--- src/rtl/ffa_pkg.sv ---
package ffa_pkg;

    localparam int WORD_W    = 32;
    localparam int SIZE_BITS = 30;
    localparam int USED_BIT  = 31;
    localparam int ADDR_W    = 12;
    localparam int BYTES_W   = 15;
    localparam int CMD_W     = 2;
    localparam int STATUS_W  = 2;
    // Rounded-up byte count: 15-bit request plus up to WORD_BYTES - 1 bytes of rounding
    localparam int NEED_W    = 16;

    typedef enum logic [CMD_W-1:0] {
        CMD_ALLOC  = 2'd0,
        CMD_FREE   = 2'd1,
        CMD_RESIZE = 2'd2,
        CMD_NONE   = 2'd3
    } cmd_t;

    typedef enum logic [STATUS_W-1:0] {
        ST_OK          = 2'd0,
        ST_NO_MEM      = 2'd1,
        ST_DOUBLE_FREE = 2'd2,
        ST_ZERO_SIZE   = 2'd3
    } status_t;

    typedef enum logic [1:0] {
        RD_NONE,
        RD_HEAD,
        RD_NEXT
    } rd_sel_t;

    typedef enum logic [2:0] {
        WR_NONE,
        WR_MWORD,
        WR_MERGE,
        WR_SHRINK,
        WR_GRANT,
        WR_SAVED
    } wr_sel_t;

    typedef enum logic [1:0] {
        RES_ZERO,
        RES_ADDR,
        RES_GRANT
    } res_sel_t;

    typedef enum logic [1:0] {
        MS_NONE,
        MS_FREE,
        MS_TAIL,
        MS_GRANT
    } mrg_src_t;

    typedef struct packed {
        logic     latch;
        logic     div_start;
        logic     h_clear;
        logic     h_advance;
        logic     save_hdr;
        mrg_src_t mrg_src;
        rd_sel_t  rd_sel;
        wr_sel_t  wr_sel;
        logic     grant_take;
        logic     load_out;
        res_sel_t res_sel;
        status_t  status;
    } dp_cmd_t;

    typedef struct packed {
        cmd_t cmd;
        logic bytes_zero;
        logic addr_bad;
        logic div_done;
        logic h_end;
        logic h_at_hdr;
        logic hd_used;
        logic g_fit;
        logic g_over;
        logic g_split;
        logic s_fit;
        logic s_split;
        logic n_end;
        logic out_busy;
    } dp_stat_t;

    function automatic logic [WORD_W-1:0] make_hdr(input logic used,
                                                   input logic [SIZE_BITS-1:0] sz);
        make_hdr = {used, 1'b0, sz};
    endfunction

endpackage

--- src/rtl/ffa_ctrl.sv ---
// Sequencer: address check walk, divide, merge, first-fit walk, response.
module ffa_ctrl (
    input  logic              clk,
    input  logic              rst_n,
    input  logic              in_valid,
    output logic              in_ready,
    output ffa_pkg::dp_cmd_t  cmd,
    input  ffa_pkg::dp_stat_t stat
);
    typedef enum logic [3:0] {
        S_IDLE,
        S_DECODE,
        S_CHK_RD,
        S_CHK_EV,
        S_FREE_SET,
        S_DIV,
        S_RESIZE,
        S_MRG_RD,
        S_MRG_EV,
        S_G_RD,
        S_G_EV,
        S_G_SPLIT,
        S_RESP
    } state_t;

    typedef enum logic [1:0] {
        RET_FREE,
        RET_SHRINK,
        RET_GROW
    } mret_t;

    state_t             state_reg, state_next;
    mret_t              mret_reg, mret_next;
    ffa_pkg::status_t   rsp_status_reg, rsp_status_next;
    ffa_pkg::res_sel_t  rsp_res_reg, rsp_res_next;

    always_comb
    begin
        state_next      = state_reg;
        mret_next       = mret_reg;
        rsp_status_next = rsp_status_reg;
        rsp_res_next    = rsp_res_reg;
        cmd             = '0;
        in_ready        = 1'b0;
        case (state_reg)
            S_IDLE:
            begin
                in_ready = 1'b1;
                if (in_valid)
                begin
                    cmd.latch  = 1'b1;
                    state_next = S_DECODE;
                end
            end
            S_DECODE:
            begin
                case (stat.cmd)
                    ffa_pkg::CMD_ALLOC:
                    begin
                        if (stat.bytes_zero)
                        begin
                            rsp_status_next = ffa_pkg::ST_ZERO_SIZE;
                            rsp_res_next    = ffa_pkg::RES_ZERO;
                            state_next      = S_RESP;
                        end
                        else
                        begin
                            cmd.div_start = 1'b1;
                            state_next    = S_DIV;
                        end
                    end
                    ffa_pkg::CMD_FREE, ffa_pkg::CMD_RESIZE:
                    begin
                        if (stat.addr_bad)
                        begin
                            rsp_status_next = ffa_pkg::ST_DOUBLE_FREE;
                            rsp_res_next    = ffa_pkg::RES_ZERO;
                            state_next      = S_RESP;
                        end
                        else
                        begin
                            cmd.h_clear = 1'b1;
                            state_next  = S_CHK_RD;
                        end
                    end
                    default:
                    begin
                        rsp_status_next = ffa_pkg::ST_OK;
                        rsp_res_next    = ffa_pkg::RES_ZERO;
                        state_next      = S_RESP;
                    end
                endcase
            end
            S_CHK_RD:
            begin
                if (stat.h_end)
                begin
                    rsp_status_next = ffa_pkg::ST_DOUBLE_FREE;
                    rsp_res_next    = ffa_pkg::RES_ZERO;
                    state_next      = S_RESP;
                end
                else
                begin
                    cmd.rd_sel = ffa_pkg::RD_HEAD;
                    state_next = S_CHK_EV;
                end
            end
            S_CHK_EV:
            begin
                if (!stat.h_at_hdr)
                begin
                    cmd.h_advance = 1'b1;
                    state_next    = S_CHK_RD;
                end
                else if (!stat.hd_used)
                begin
                    rsp_status_next = ffa_pkg::ST_DOUBLE_FREE;
                    rsp_res_next    = ffa_pkg::RES_ZERO;
                    state_next      = S_RESP;
                end
                else
                begin
                    cmd.save_hdr = 1'b1;
                    if (stat.cmd == ffa_pkg::CMD_FREE)
                    begin
                        state_next = S_FREE_SET;
                    end
                    else if (stat.bytes_zero)
                    begin
                        rsp_status_next = ffa_pkg::ST_ZERO_SIZE;
                        rsp_res_next    = ffa_pkg::RES_ZERO;
                        state_next      = S_RESP;
                    end
                    else
                    begin
                        cmd.div_start = 1'b1;
                        state_next    = S_DIV;
                    end
                end
            end
            S_FREE_SET:
            begin
                cmd.mrg_src = ffa_pkg::MS_FREE;
                mret_next   = RET_FREE;
                state_next  = S_MRG_RD;
            end
            S_DIV:
            begin
                if (stat.div_done)
                begin
                    if (stat.cmd == ffa_pkg::CMD_ALLOC)
                    begin
                        cmd.h_clear = 1'b1;
                        state_next  = S_G_RD;
                    end
                    else
                    begin
                        state_next = S_RESIZE;
                    end
                end
            end
            S_RESIZE:
            begin
                if (!stat.s_fit)
                begin
                    cmd.mrg_src = ffa_pkg::MS_FREE;
                    mret_next   = RET_GROW;
                    state_next  = S_MRG_RD;
                end
                else if (stat.s_split)
                begin
                    cmd.wr_sel  = ffa_pkg::WR_SHRINK;
                    cmd.mrg_src = ffa_pkg::MS_TAIL;
                    mret_next   = RET_SHRINK;
                    state_next  = S_MRG_RD;
                end
                else
                begin
                    rsp_status_next = ffa_pkg::ST_OK;
                    rsp_res_next    = ffa_pkg::RES_ADDR;
                    state_next      = S_RESP;
                end
            end
            S_MRG_RD, S_MRG_EV:
            begin
                if ((state_reg == S_MRG_RD) && !stat.n_end)
                begin
                    cmd.rd_sel = ffa_pkg::RD_NEXT;
                    state_next = S_MRG_EV;
                end
                else
                begin
                    cmd.wr_sel = (state_reg == S_MRG_EV) ? ffa_pkg::WR_MERGE
                                                         : ffa_pkg::WR_MWORD;
                    case (mret_reg)
                        RET_GROW:
                        begin
                            cmd.h_clear = 1'b1;
                            state_next  = S_G_RD;
                        end
                        RET_SHRINK:
                        begin
                            rsp_status_next = ffa_pkg::ST_OK;
                            rsp_res_next    = ffa_pkg::RES_ADDR;
                            state_next      = S_RESP;
                        end
                        default:
                        begin
                            rsp_status_next = ffa_pkg::ST_OK;
                            rsp_res_next    = ffa_pkg::RES_ZERO;
                            state_next      = S_RESP;
                        end
                    endcase
                end
            end
            S_G_RD, S_G_EV:
            begin
                if ((state_reg == S_G_RD) ? stat.h_end : stat.g_over)
                begin
                    // No block fits: a failed grow puts the original header back.
                    if (stat.cmd == ffa_pkg::CMD_RESIZE)
                    begin
                        cmd.wr_sel = ffa_pkg::WR_SAVED;
                    end
                    rsp_status_next = ffa_pkg::ST_NO_MEM;
                    rsp_res_next    = ffa_pkg::RES_ZERO;
                    state_next      = S_RESP;
                end
                else if (state_reg == S_G_RD)
                begin
                    cmd.rd_sel = ffa_pkg::RD_HEAD;
                    state_next = S_G_EV;
                end
                else if (stat.g_fit)
                begin
                    cmd.wr_sel     = ffa_pkg::WR_GRANT;
                    cmd.grant_take = 1'b1;
                    rsp_status_next = ffa_pkg::ST_OK;
                    rsp_res_next    = ffa_pkg::RES_GRANT;
                    if (stat.g_split)
                    begin
                        cmd.mrg_src = ffa_pkg::MS_GRANT;
                        state_next  = S_G_SPLIT;
                    end
                    else
                    begin
                        state_next = S_RESP;
                    end
                end
                else
                begin
                    cmd.h_advance = 1'b1;
                    state_next    = S_G_RD;
                end
            end
            S_G_SPLIT:
            begin
                cmd.wr_sel = ffa_pkg::WR_MWORD;
                state_next = S_RESP;
            end
            S_RESP:
            begin
                cmd.status  = rsp_status_reg;
                cmd.res_sel = rsp_res_reg;
                if (!stat.out_busy)
                begin
                    cmd.load_out = 1'b1;
                    state_next   = S_IDLE;
                end
            end
            default:
            begin
                state_next = S_IDLE;
            end
        endcase
    end

    always_ff @(posedge clk or negedge rst_n)
    begin
        if (!rst_n)
        begin
            state_reg      <= S_IDLE;
            mret_reg       <= RET_FREE;
            rsp_status_reg <= ffa_pkg::ST_OK;
            rsp_res_reg    <= ffa_pkg::RES_ZERO;
        end
        else
        begin
            state_reg      <= state_next;
            mret_reg       <= mret_next;
            rsp_status_reg <= rsp_status_next;
            rsp_res_reg    <= rsp_res_next;
        end
    end

endmodule

--- config.mk ---
export PLATFORM = sky130hd
export DESIGN_NAME = ffa_ctrl
export DESIGN_NICKNAME = d
export VERILOG_FILES = /design/src/rtl/ffa_pkg.sv /design/src/rtl/ffa_ctrl.sv
export SDC_FILE = /design/constraint.sdc
export NUM_CORES = 1
export LEC_CHECK = 0
export ABC_CLOCK_PERIOD_IN_PS = 1950
export BUFFER_PORTS_ARGS = -buffer_cell sky130_fd_sc_hd__buf_4
export CORE_AREA = 5 5 56 58
export DETAILED_ROUTE_END_ITERATION = 8
export DIE_AREA = 0 0 61 63
export GPL_ROUTABILITY_DRIVEN = 0
export GPL_TIMING_DRIVEN = 0
export PLACE_DENSITY = 0.76
export SETUP_SLACK_MARGIN = 0.15
export SKIP_CTS_REPAIR_TIMING = 1
export SYNTH_ARGS = -nofsm -noshare
export SYNTH_HDL_FRONTEND = slang
export SYNTH_SLANG_ARGS = --single-unit
export TNS_END_PERCENT = 10
--- constraint.sdc ---
create_clock -name clk -period 1.95 [get_ports clk]
set_clock_uncertainty 0.05 [all_clocks]
set_input_delay 0.195 -clock clk [delete_from_list [all_inputs] [get_ports clk]]
set_output_delay 0.195 -clock clk [all_outputs]
set_load 0.02 [all_outputs]
### Word-level counts from Yosys, hierarchy flattened

Cells that the tools add are included.

* memory bits (read-only): 0
* memory bits (writable): 0
* flip-flop bits (word level): 10
* memories: 0
* bits in latches: 0
* word-level logic and storage cells: 148

* add/subtract/negate cells: 0
* $lt $le $gt $ge: 0
* bitwise logic cells: 0
* reduce and logical (&&, ||, !) cells: 12
* shift-type cells: 0
* multiplexer cells: 102
* eq/ne operators: 30
* divide/modulo/power cells: 0
* multipliers: 0

Operator list (count)
* 2-bit 2-to-1 mux: 37
* 4-bit 2-to-1 mux: 18
* 4-bit one-hot mux with 11 select lines: 1
* 1-bit 2-to-1 mux: 27
* 2-bit one-hot mux with 6 select lines: 2
* 4-bit == test, second input constant: 5
* 2-bit inequality test, second input constant: 9
* 4-bit by 3-bit == test with 1-bit output, second input constant: 4
* 2-bit one-hot mux with 2 select lines: 4
* 3-bit 2-to-1 mux: 5
* 3-bit inequality test, second input constant: 5
* 2-bit one-hot mux with 3 select lines: 2
* 3-bit one-hot mux with 4 select lines: 1
* 11-bit AND reduction: 1
* 4-bit by 2-bit == test with 1-bit output, second input constant: 2
* 4-bit one-hot mux with 2 select lines: 1
* 6-bit nonzero test: 1
* 2-bit OR reduction: 3
* 5-bit 2-to-1 mux: 1
* 2-bit by 1-bit == test with 1-bit output, second input constant: 2
* 2-bit == test, second input constant: 2
* 4-bit by 1-bit == test with 1-bit output, second input constant: 1
* 4-bit zero test: 1
* 1-bit one-hot mux with 2 select lines: 2
* other kinds (7): 7

### Logic depth before layout (Yosys ltp)

Gate-level depths: netlist of run 1.

* depth after elaboration: 5
* mapped depth: 8
* gate-level depth less buffers: 7

### Worst setup path before layout of run 1

Ideal clock, no wire load.

* path type: register to register
* start point: register state_reg[1]
* end point: register state_reg[0]
* setup time: 138 ps
* cell stages (with the launch flop): 7
* path slack: -185 ps
* data required time: 1762 ps
* clock period less this slack: 2135 ps
* arrival: 1947 ps
* path through: dfrtp_1 > buf_2 > buf_2 > nor4_1 > a221oi_1 > o41ai_1 > o21ai_0

* word-level cells in the longest chain between the ends: 4
* elaborated cells between the ends (all ways): 25

RTL lines
* from (decl): line ffa_ctrl.sv:32 `state_t state_reg, state_next;`
* from (signal assigned): line ffa_ctrl.sv:289 `state_reg <= state_next;`
* 4-bit == test or 4-bit by 3-bit == test with 1-bit output (tied branches)
* 4-bit 2-to-1 mux, or another cell as far along: line ffa_ctrl.sv:229 `else if (state_reg == S_G_RD)`
* 4-bit 2-to-1 mux (on tied branches): line ffa_ctrl.sv:218, ffa_ctrl.sv:186
* 4-bit one-hot mux with 11 select lines: line ffa_ctrl.sv:45 `case (state_reg)`

Several ways; a longest one is shown, not always the timed one.
A chain may end at the register's enable or synchronous reset.

==> results of run 1 <==
worst max-delay path: stages (launching register included):
cell      delay [ns]
dfrtp_2         0.42
buf_6           0.13
and2b_2         0.25
a32o_2          0.25
nor2b_4         0.13
nand3b_1        0.18
buf_6           0.15
metal layers:
layer	GRT usage	vias to the layer above	wire length [um]
li1	-	782	-
met4	0.0732	0	208
met1	0.304	801	1900
met3	0.0620	23	553
met5	0	-	0
met2	0.369	128	2300
worst min path at each step:
stage | end | slack (ns) | depth (start not counted)
2_1_floorplan | mret_reg[0] | -0.15 | 0
3_3_place_gp | mret_reg[0] | -0.02 | 1
3_5_place_dp | mret_reg[1] | -0.02 | 1
4_1_cts | mret_reg[1] | -0.30 | 1
5_1_grt | state_reg[0] | 0.09 | 2
6_report | state_reg[0] | 0.13 | 2
metrics by stage:
step / cells / setup TNS, ns / hold slack [ns] / worst slack [ns] / instance area (um^2)
3_5_place_dp: 242 / -0.158 / -0.0208 / -0.0611 / 1600
2_1_floorplan: 175 / 0 / -0.151 / 0.116 / 1290
3_3_place_gp: 242 / -0.0830 / -0.0236 / -0.0476 / 1600
6_report: 265 / -0.126 / 0.128 / -0.0720 / 2000
5_1_grt: 265 / -0.898 / 0.0904 / -0.121 / 2000
4_1_cts: 245 / -2.56 / -0.300 / -0.323 / 1620
final cells by class:
type / instances / share of cell area
Multi-Input combinational cell: 144 / 0.551
Timing Repair Buffer: 56 / 0.230
Sequential cell: 10 / 0.127
Buffer: 11 / 0.0431
Tap cell: 31 / 0.0194
Inverter: 10 / 0.0187
Clock buffer: 3 / 0.0112
cells by family (layout without fill, tap and decap cells):
group                    count (synthesis)  after routing
buffers and inverters                   21             80
adder cells (fa/ha/maj)                  4              4
multiplexers                             1              1
AO/OA/AOI/OAI                           56             56
AND/OR/NAND/NOR                         83             83
flip-flops                              10             10
placed cells by master (no fill, tap or decap), types with 4 or more instances in the layout:
| cell | instances |
|---|---|
| dfrtp_1 | 7 |
| buf_6 | 8 |
| nor3_1 | 7 |
| nand2b_1 | 4 |
| inv_1 | 10 |
| o21ai_0 | 6 |
| nand3b_1 | 5 |
| a21oi_1 | 10 |
| nor2_1 | 6 |
| ha_1 | 4 |
| nor2b_1 | 5 |
| nand2_1 | 18 |
| and2_1 | 5 |
| o211ai_1 | 4 |
| buf_4 | 50 |
report_power, final:
| part | internal [mW] | switching, mW |
|---|---|---|
| Sequential | 0.305 | 0.0962 |
| Clock | 0.0711 | 0.0660 |
| Combinational | 0.933 | 1.11 |
| Total | 1.31 | 1.27 |
==> flow_metrics.tcl, run 1 <==
set metrics [dict create \
    synth_compound_area_frac 0.315 \
    finalSetupViolCount 3 \
    synth_top_family_by_area "simple AND/OR/NAND/NOR gates" \
    die_h_um 63 \
    largest_reg_flops 4 \
    final_util 0.767 \
    numCtsBuffers 3 \
    cts_tree "built" \
    synth_area_leaders "dfrtp_1, nand2_1, a21oi_1" \
    synth-simple-area-share 0.372 \
    ir_drop_mv 1.05 \
    die_w_um 61 \
    reg2regPathDepth 6 \
    synth_xor_area_frac 0 \
    cts_sinks 10 \
    yosys_register_bits 10 \
    finalWorstSetupSlack_ns -0.0720 \
    core_area_um2 2620 \
    synth_top_area_cell "dfrtp_1" \
    drcViolationCount 0 \
    crit_fanout 6 \
    slew_violations 0 \
    cts_root_buf "clkbuf_4" \
    postRouteWirelength_mm 4.96 \
    yosysWarnings 0 \
    grt_overflow 0 \
    clock_latency_ns 0.26 \
    wl_per_cell_um 18.7 \
    path_class "register to output pin" \
    outcome "complete, but fails checks" \
    viasPerCell 6.54 \
    hold_viol 0 \
    ant_nets 0 \
    ys_seq_area_frac 0.196 \
    holdCritStartpoint "stat[10]" \
    r2r_slack_ns -0.05 \
    p_leak_nw 0.904 \
    synth_edf_count 0 \
    pin_count 37 \
    htree_levels 1 \
    synth.distinct_cells 53 \
    rsz0062_at_grt "true" \
    synthAdderAreaFrac 0.0391 \
    timing.rr.end "rsp_res_reg[1]" \
    syn-num-nets 197 \
    dr.pass1.iters 5 \
    drv_cap 0 \
    mappedNetlistArea_um2 1280 \
    die_area_um2 3840 \
    fillers 187 \
    ys.flop_type "dfrtp_1" \
    syn2layout_area_growth_pct 56.8 \
    grt_max_degree 11 \
    yosys-mux-area-fraction 0.00783 \
    p_total_mw 2.58 \
    period_share 1.04 \
    endpoint "cmd[15]" \
    min_path_type "input pin to register" \
    rows 19 \
    violations "negative setup slack" \
    vias 1734 \
    cp-start-kind "register" \
    diodes 0 \
    max_freq_ghz 0.495 \
    async_flop_share 1.00 \
    fin_crit_ns 2.02 \
    postSynthAreaPerCell_um2 7.31 \
    multi_input_comb_area_um2 1100 \
    grt_pass1_vias 1467 \
    endpoint_kind "output pin" \
    clk_pin_slew_worst_paths_ns 0.06 \
    drt_iter0_drc 140 \
    yosys.cell_count.top_type "nand2_1" \
    start_util 0.489 \
    p_per_area_nw_per_um2 1290 \
    grt_pass1_wl_mm 6.99 \
    timing.rr.start "state_reg[2]" \
    synth_top_area_frac 0.196 \
    numPortBuffers 36 \
    drive_above_1_share 0.432 \
    maxSlewHeadroom 0.573 \
    seqCellArea_um2 254 \
    fin_nets 258 \
    cp-startpoint "state_reg[2]" \
    required_ns 1.70 \
    critPathArrivalTime_ns 1.78 \
    worstMarginPinSlew_ns 0.635 \
    synthCells 175 \
    globalRouteTotalUtil 0.234 \
    synth_common_cells "nand2_1, a21oi_1, dfrtp_1, inv_1, nor3_1" \
    antenna_found_initial 0 \
    dp_hpwl_mm 3.47 \
    cts_max_path_buffers 2 \
]
No activity file was read; power rests on OpenSTA's default activity.
==> run 2, diff against run 1 <==
--- a/config.mk
+++ b/config.mk
@@ -7,12 +7,14 @@
 export LEC_CHECK = 0
 export ABC_CLOCK_PERIOD_IN_PS = 1950
 export BUFFER_PORTS_ARGS = -buffer_cell sky130_fd_sc_hd__buf_4
-export CORE_AREA = 5 5 56 58
+export CORE_AREA = 5 5 55 57
+export CTS_BUF_LIST = sky130_fd_sc_hd__clkbuf_4
 export DETAILED_ROUTE_END_ITERATION = 8
-export DIE_AREA = 0 0 61 63
+export DIE_AREA = 0 0 60 62
 export GPL_ROUTABILITY_DRIVEN = 0
 export GPL_TIMING_DRIVEN = 0
-export PLACE_DENSITY = 0.76
+export PLACE_DENSITY = 0.78
+export REMOVE_ABC_BUFFERS = 1
 export SETUP_SLACK_MARGIN = 0.15
 export SKIP_CTS_REPAIR_TIMING = 1
 export SYNTH_ARGS = -nofsm -noshare
==> run 2 against run 1 <==
  * The run still ends with negative setup slack left
  * Die area decreased by 3.2%
  * Global-route usage decreased by 0.86 points
  * Combinational power fell by 9%
  * Via count grew 1.8%
  * Core utilization increased by 0.15 points
  * Maximum frequency shrank 3.2%
  * Clock power rose by 9%
  * Count of clock-buffer cells in the layout unchanged
  * Non-clock buffer count shrank 8
  * Critical endpoint is now cmd[6]
==> flow_metrics.tcl, run 2 (same netlist as run 1, synthesis figures left out) <==
set metrics [dict create \
    die_w_um 60 \
    grt_pass1_wl_mm 6.39 \
    internal_power_mw 1.22 \
    cts_sinks 10 \
    rows 18 \
    postRouteWirelength_mm 5.28 \
    cts_root_buf "clkbuf_4" \
    syn2layout_area_growth_pct 46.1 \
    numPortBuffers 36 \
    largest_reg_flops 4 \
    grt_pass1_vias 1362 \
    htree_levels 1 \
    outcome "complete, but fails checks" \
    cts_max_path_buffers 2 \
    ir_drop_mv 1.25 \
    final_cell_mix "buf_4, nand2_1, a21oi_1, inv_1, nor3_1" \
    start_util 0.526 \
    min_path_type "input pin to register" \
    dr.pass1.iters 6 \
    grt_overflow 0 \
    cts_tree "built" \
    globalRouteTotalUtil 0.225 \
    required_ns 1.70 \
    pin_count 37 \
    die_h_um 62 \
    core_area_um2 2430 \
    drive_above_1_share 0.383 \
    fin_crit_ns 2.09 \
    p_total_mw 2.47 \
    clock_latency_ns 0.27 \
    worstMarginPinSlew_ns 0.569 \
    power_frac_comb 0.753 \
    finalSetupViolCount 14 \
    crit_family "flip-flops" \
    vias 1766 \
    ant_nets 0 \
    pwr-share-clk 0.060 \
    p_switching_mw 1.25 \
    diodes 0 \
    cp-start-kind "register" \
    final_common_cell "buf_4" \
    dp_hpwl_mm 3.04 \
    die_area_um2 3720 \
    grt_max_degree 28 \
    maxSlewHeadroom 0.618 \
    drcViolationCount 0 \
    drt_iter0_drc 160 \
    hold_viol 0 \
    max_freq_ghz 0.479 \
    critPathArrivalTime_ns 1.84 \
    antenna_found_initial 0 \
    critPathMaxStageDelay_ns 0.52 \
    crit_cells 6 \
    viasPerCell 6.87 \
    switching_share 0.505 \
    clk_pin_slew_worst_paths_ns 0.07 \
    seq_power_share 0.187 \
    period_share 1.07 \
    slowest_stage "dfrtp_4" \
    worstPathCellList "buf_12, nand3b_1, a21oi_2, nand2_1, o211ai_1, buf_4" \
    wl_per_cell_um 20.5 \
    setup_tns_ns -0.737 \
    drv_cap 0 \
    path_class "register to output pin" \
    reg2regPathDepth 5 \
    rsz0062_at_grt "true" \
    p_per_area_nw_per_um2 1320 \
    p_leak_nw 0.839 \
    violations "negative setup slack" \
    numCtsBuffers 3 \
    worstHoldPathCells 2 \
    crit_fanout 5 \
    cp.buffers_inverters 2 \
    fin_nets 250 \
    slew_violations 0 \
    finalWorstSetupSlack_ns -0.139 \
    endpoint_kind "output pin" \
]
-- run 2: per-layer routing --
metal  global-route usage  vias to the layer above  share of wire
li1                     -                      767              -
met1                0.298                      796           0.36
met2                0.375                      162           0.46
met3               0.0517                       41           0.12
met4               0.0506                        0          0.066
met5                    0                        -              0
-- run 2: final timing paths --
kind	startpoint	slack, ns	end
max in group asynchronous	rst_n	1.46	state_reg[2]
min in group asynchronous	rst_n	0.23	state_reg[3]
worst min register to register	rsp_res_reg[1]	0.45	rsp_res_reg[1]
worst min-delay path	stat[10]	0.08	state_reg[0]
worst max register to register	state_reg[3]	-0.09	rsp_res_reg[1]
worst max-delay path	state_reg[1]	-0.14	cmd[6]
-- run 2: cell type report --
class / instances / area, um^2
inverter: 10 / 37.5
clock inverter: 1 / 3.75
clock buffer: 3 / 22.5
multi-input combinational: 144 / 1030
tap: 30 / 37.5
timing repair buffer: 59 / 473
sequential: 10 / 265
fill: 180 / 564
-- run 2: stage by stage --
stage | std cells | hold WS (ns) | instance area (um^2) | setup slack (ns) | utilization
finish | 257 | 0.0777 | 1870 | -0.139 | 0.768
floorplan | 164 | -0.151 | 1230 | -0.160 | -
CTS | 234 | -0.311 | 1560 | -0.707 | 0.641
global route | 257 | 0.0751 | 1870 | -0.204 | 0.768
global placement | 230 | -0.0233 | 1530 | -0.403 | 0.631
detailed placement | 230 | -0.0236 | 1530 | -0.454 | 0.631
-- run 2: power groups by stage --
stage               clock, mW  sequential, mW  combinational [mW]
floorplan                   0           0.479               0.848
global placement            0           0.563                1.13
detailed placement          0           0.562                1.16
CTS                     0.147           0.558                1.17
global route            0.158           0.470                1.97
finish                  0.149           0.463                1.86
==> run 3, diff against run 2 <==
--- a/config.mk
+++ b/config.mk
@@ -7,17 +7,16 @@
 export LEC_CHECK = 0
 export ABC_CLOCK_PERIOD_IN_PS = 1950
 export BUFFER_PORTS_ARGS = -buffer_cell sky130_fd_sc_hd__buf_4
-export CORE_AREA = 5 5 55 57
+export CORE_AREA = 5 5 58 60
 export CTS_BUF_LIST = sky130_fd_sc_hd__clkbuf_4
 export DETAILED_ROUTE_END_ITERATION = 8
-export DIE_AREA = 0 0 60 62
+export DIE_AREA = 0 0 63 65
 export GPL_ROUTABILITY_DRIVEN = 0
 export GPL_TIMING_DRIVEN = 0
-export PLACE_DENSITY = 0.78
+export PLACE_DENSITY = 0.71
 export REMOVE_ABC_BUFFERS = 1
 export SETUP_SLACK_MARGIN = 0.15
 export SKIP_CTS_REPAIR_TIMING = 1
 export SYNTH_ARGS = -nofsm -noshare
 export SYNTH_HDL_FRONTEND = slang
 export SYNTH_SLANG_ARGS = --single-unit
-export TNS_END_PERCENT = 10
==> run 3 against run 2 <==
  * The flow still finishes with violations (negative setup slack)
  * Worst hold slack better by 0.013 ns
  * Die area up 10%
  * First-iteration DRC count up 0.63%
  * Sequential share of layout area down 2.0 points
  * Non-clock buffer count up 13
  * Critical path depth down 1
  * Core utilization down 1.3 points
  * Sequential power up 3%
  * Global-route usage down 4.2 points
  * Register-to-register slack worse by 0.02 ns
  * Worst setup slack better by 0.016 ns
  * Total power up 18%
  * Largest cell class unchanged
  * Highest routed layer unchanged
==> flow_metrics.tcl, run 3 (same netlist as run 1, synthesis figures left out) <==
set metrics [dict create \
    outcome "complete, but fails checks" \
    violations "negative setup slack" \
    critPathMaxStageDelay_ns 0.55 \
    die_h_um 65 \
    finalWorstSetupSlack_ns -0.124 \
    cts_tree "built" \
    final_common_cell "buf_4" \
    p_leak_nw 0.957 \
    core_area_um2 2880 \
    drcViolationCount 0 \
    rsz0062_at_grt "true" \
    grt_pass1_wl_mm 6.19 \
    largest_reg_flops 4 \
    p_per_area_nw_per_um2 1350 \
    pin_count 37 \
    hold_viol 0 \
    ant_nets 0 \
    drv_cap 0 \
    power_frac_comb 0.784 \
    drive_above_1_share 0.479 \
    timing.rr.start "state_reg[1]" \
    dp_hpwl_mm 2.98 \
    final_cells 273 \
    design_area_um2 2170 \
    cp-startpoint "state_reg[3]" \
    fillers 195 \
    drt_iter0_drc 161 \
    internal_power_mw 1.47 \
    path_class "register to output pin" \
    p_total_mw 2.93 \
    timing.rr.end "rsp_res_reg[1]" \
    endpoint_kind "output pin" \
    final_util 0.755 \
    r2r_slack_ns -0.11 \
    numCtsBuffers 3 \
    whs_ns 0.0905 \
    worstHoldPathCells 2 \
    required_ns 1.70 \
    die_area_um2 4100 \
    wl_per_cell_um 20.8 \
    cts_sinks 10 \
    die_w_um 63 \
    dp_cells 233 \
    viasPerCell 6.85 \
    cts_root_buf "clkbuf_4" \
    postRouteWirelength_mm 5.69 \
    reg2regPathDepth 6 \
    grt_overflow 0 \
    hold_end "state_reg[0]" \
    globalRouteTotalUtil 0.183 \
    dr.pass1.iters 5 \
    syn2layout_area_growth_pct 69.9 \
    maxSlewHeadroom 0.486 \
    pre_cts_slack_ns -0.432 \
    final_cell_mix "buf_4, nand2_1, buf_6" \
    slew_violations 0 \
    worstPathCellList "and2b_2, a32o_2, nor2b_4, nand3b_1, buf_6" \
    fin_nets 263 \
    diodes 0 \
    seq_power_share 0.163 \
    finalSetupViolCount 11 \
    holdCritStartpoint "stat[10]" \
    clk_pin_slew_worst_paths_ns 0.07 \
    clock_latency_ns 0.27 \
    switching_share 0.498 \
    antenna_found_initial 0 \
    slowest_stage "dfrtp_4" \
    crit_fanout 7 \
    worstMarginPinSlew_ns 0.765 \
    fin_crit_ns 2.07 \
    cts_max_path_buffers 2 \
    vias 1869 \
    pwr-share-clk 0.052 \
    ir_drop_mv 1.18 \
    start_util 0.444 \
    grt_pass1_vias 1339 \
    critPathArrivalTime_ns 1.83 \
    placed_area_um2 1540 \
    max_freq_ghz 0.482 \
    min_path_type "input pin to register" \
    p_switching_mw 1.46 \
    cp-start-kind "register" \
    rows 20 \
    grt_max_degree 28 \
    htree_levels 1 \
    numPortBuffers 36 \
    period_share 1.06 \
    setup_tns_ns -0.796 \
]
## run 3: cell types whose count changed in the layout (fill, tap and decap cells not counted), sizes merged
cell and change:
buf +13
## run 3: worst max-delay path by stage
| stage | endpoint | slack (ns) |
|---|---|---|
| after floorplan | state_reg[0] | -0.16 |
| after global placement | cmd[8] | -0.45 |
| after detailed placement | cmd[8] | -0.43 |
| after CTS | cmd[8] | -0.74 |
| after global routing | cmd[15] | -0.17 |
| final | cmd[15] | -0.12 |
## run 3: layout make-up
cell class,count,area [um^2],share of cell area
multi-input combinational,144,1180,0.543
timing repair buffer,72,622,0.286
sequential,10,265,0.122
tap,33,41.3,0.0190
inverter,10,37.5,0.0173
clock buffer,3,22.5,0.0104
clock inverter,1,3.75,0.00173
## run 3: per-layer routing
metal  up-vias  track usage  wire, um
li1        794            -         -
met1       852        0.241      2160
met2       169        0.309      2480
met3        54       0.0468       698
met4         0       0.0212       354
met5         -            0         0
## run 3: critical path, delay by kind of cell (launching register included)
family          cells  cell delay (ns)
flops               1             0.55
simple gates        3             0.61
buf+inv             1             0.16
compound gates      1             0.24
## run 3: power groups by stage
stage / sequential, mW / clock [mW] / combinational, mW
3_5_place_dp: 0.565 / 0 / 1.15
5_1_grt: 0.483 / 0.169 / 2.40
3_3_place_gp: 0.570 / 0 / 1.13
6_report: 0.478 / 0.153 / 2.30
4_1_cts: 0.564 / 0.151 / 1.16
2_1_floorplan: 0.479 / 0 / 0.848
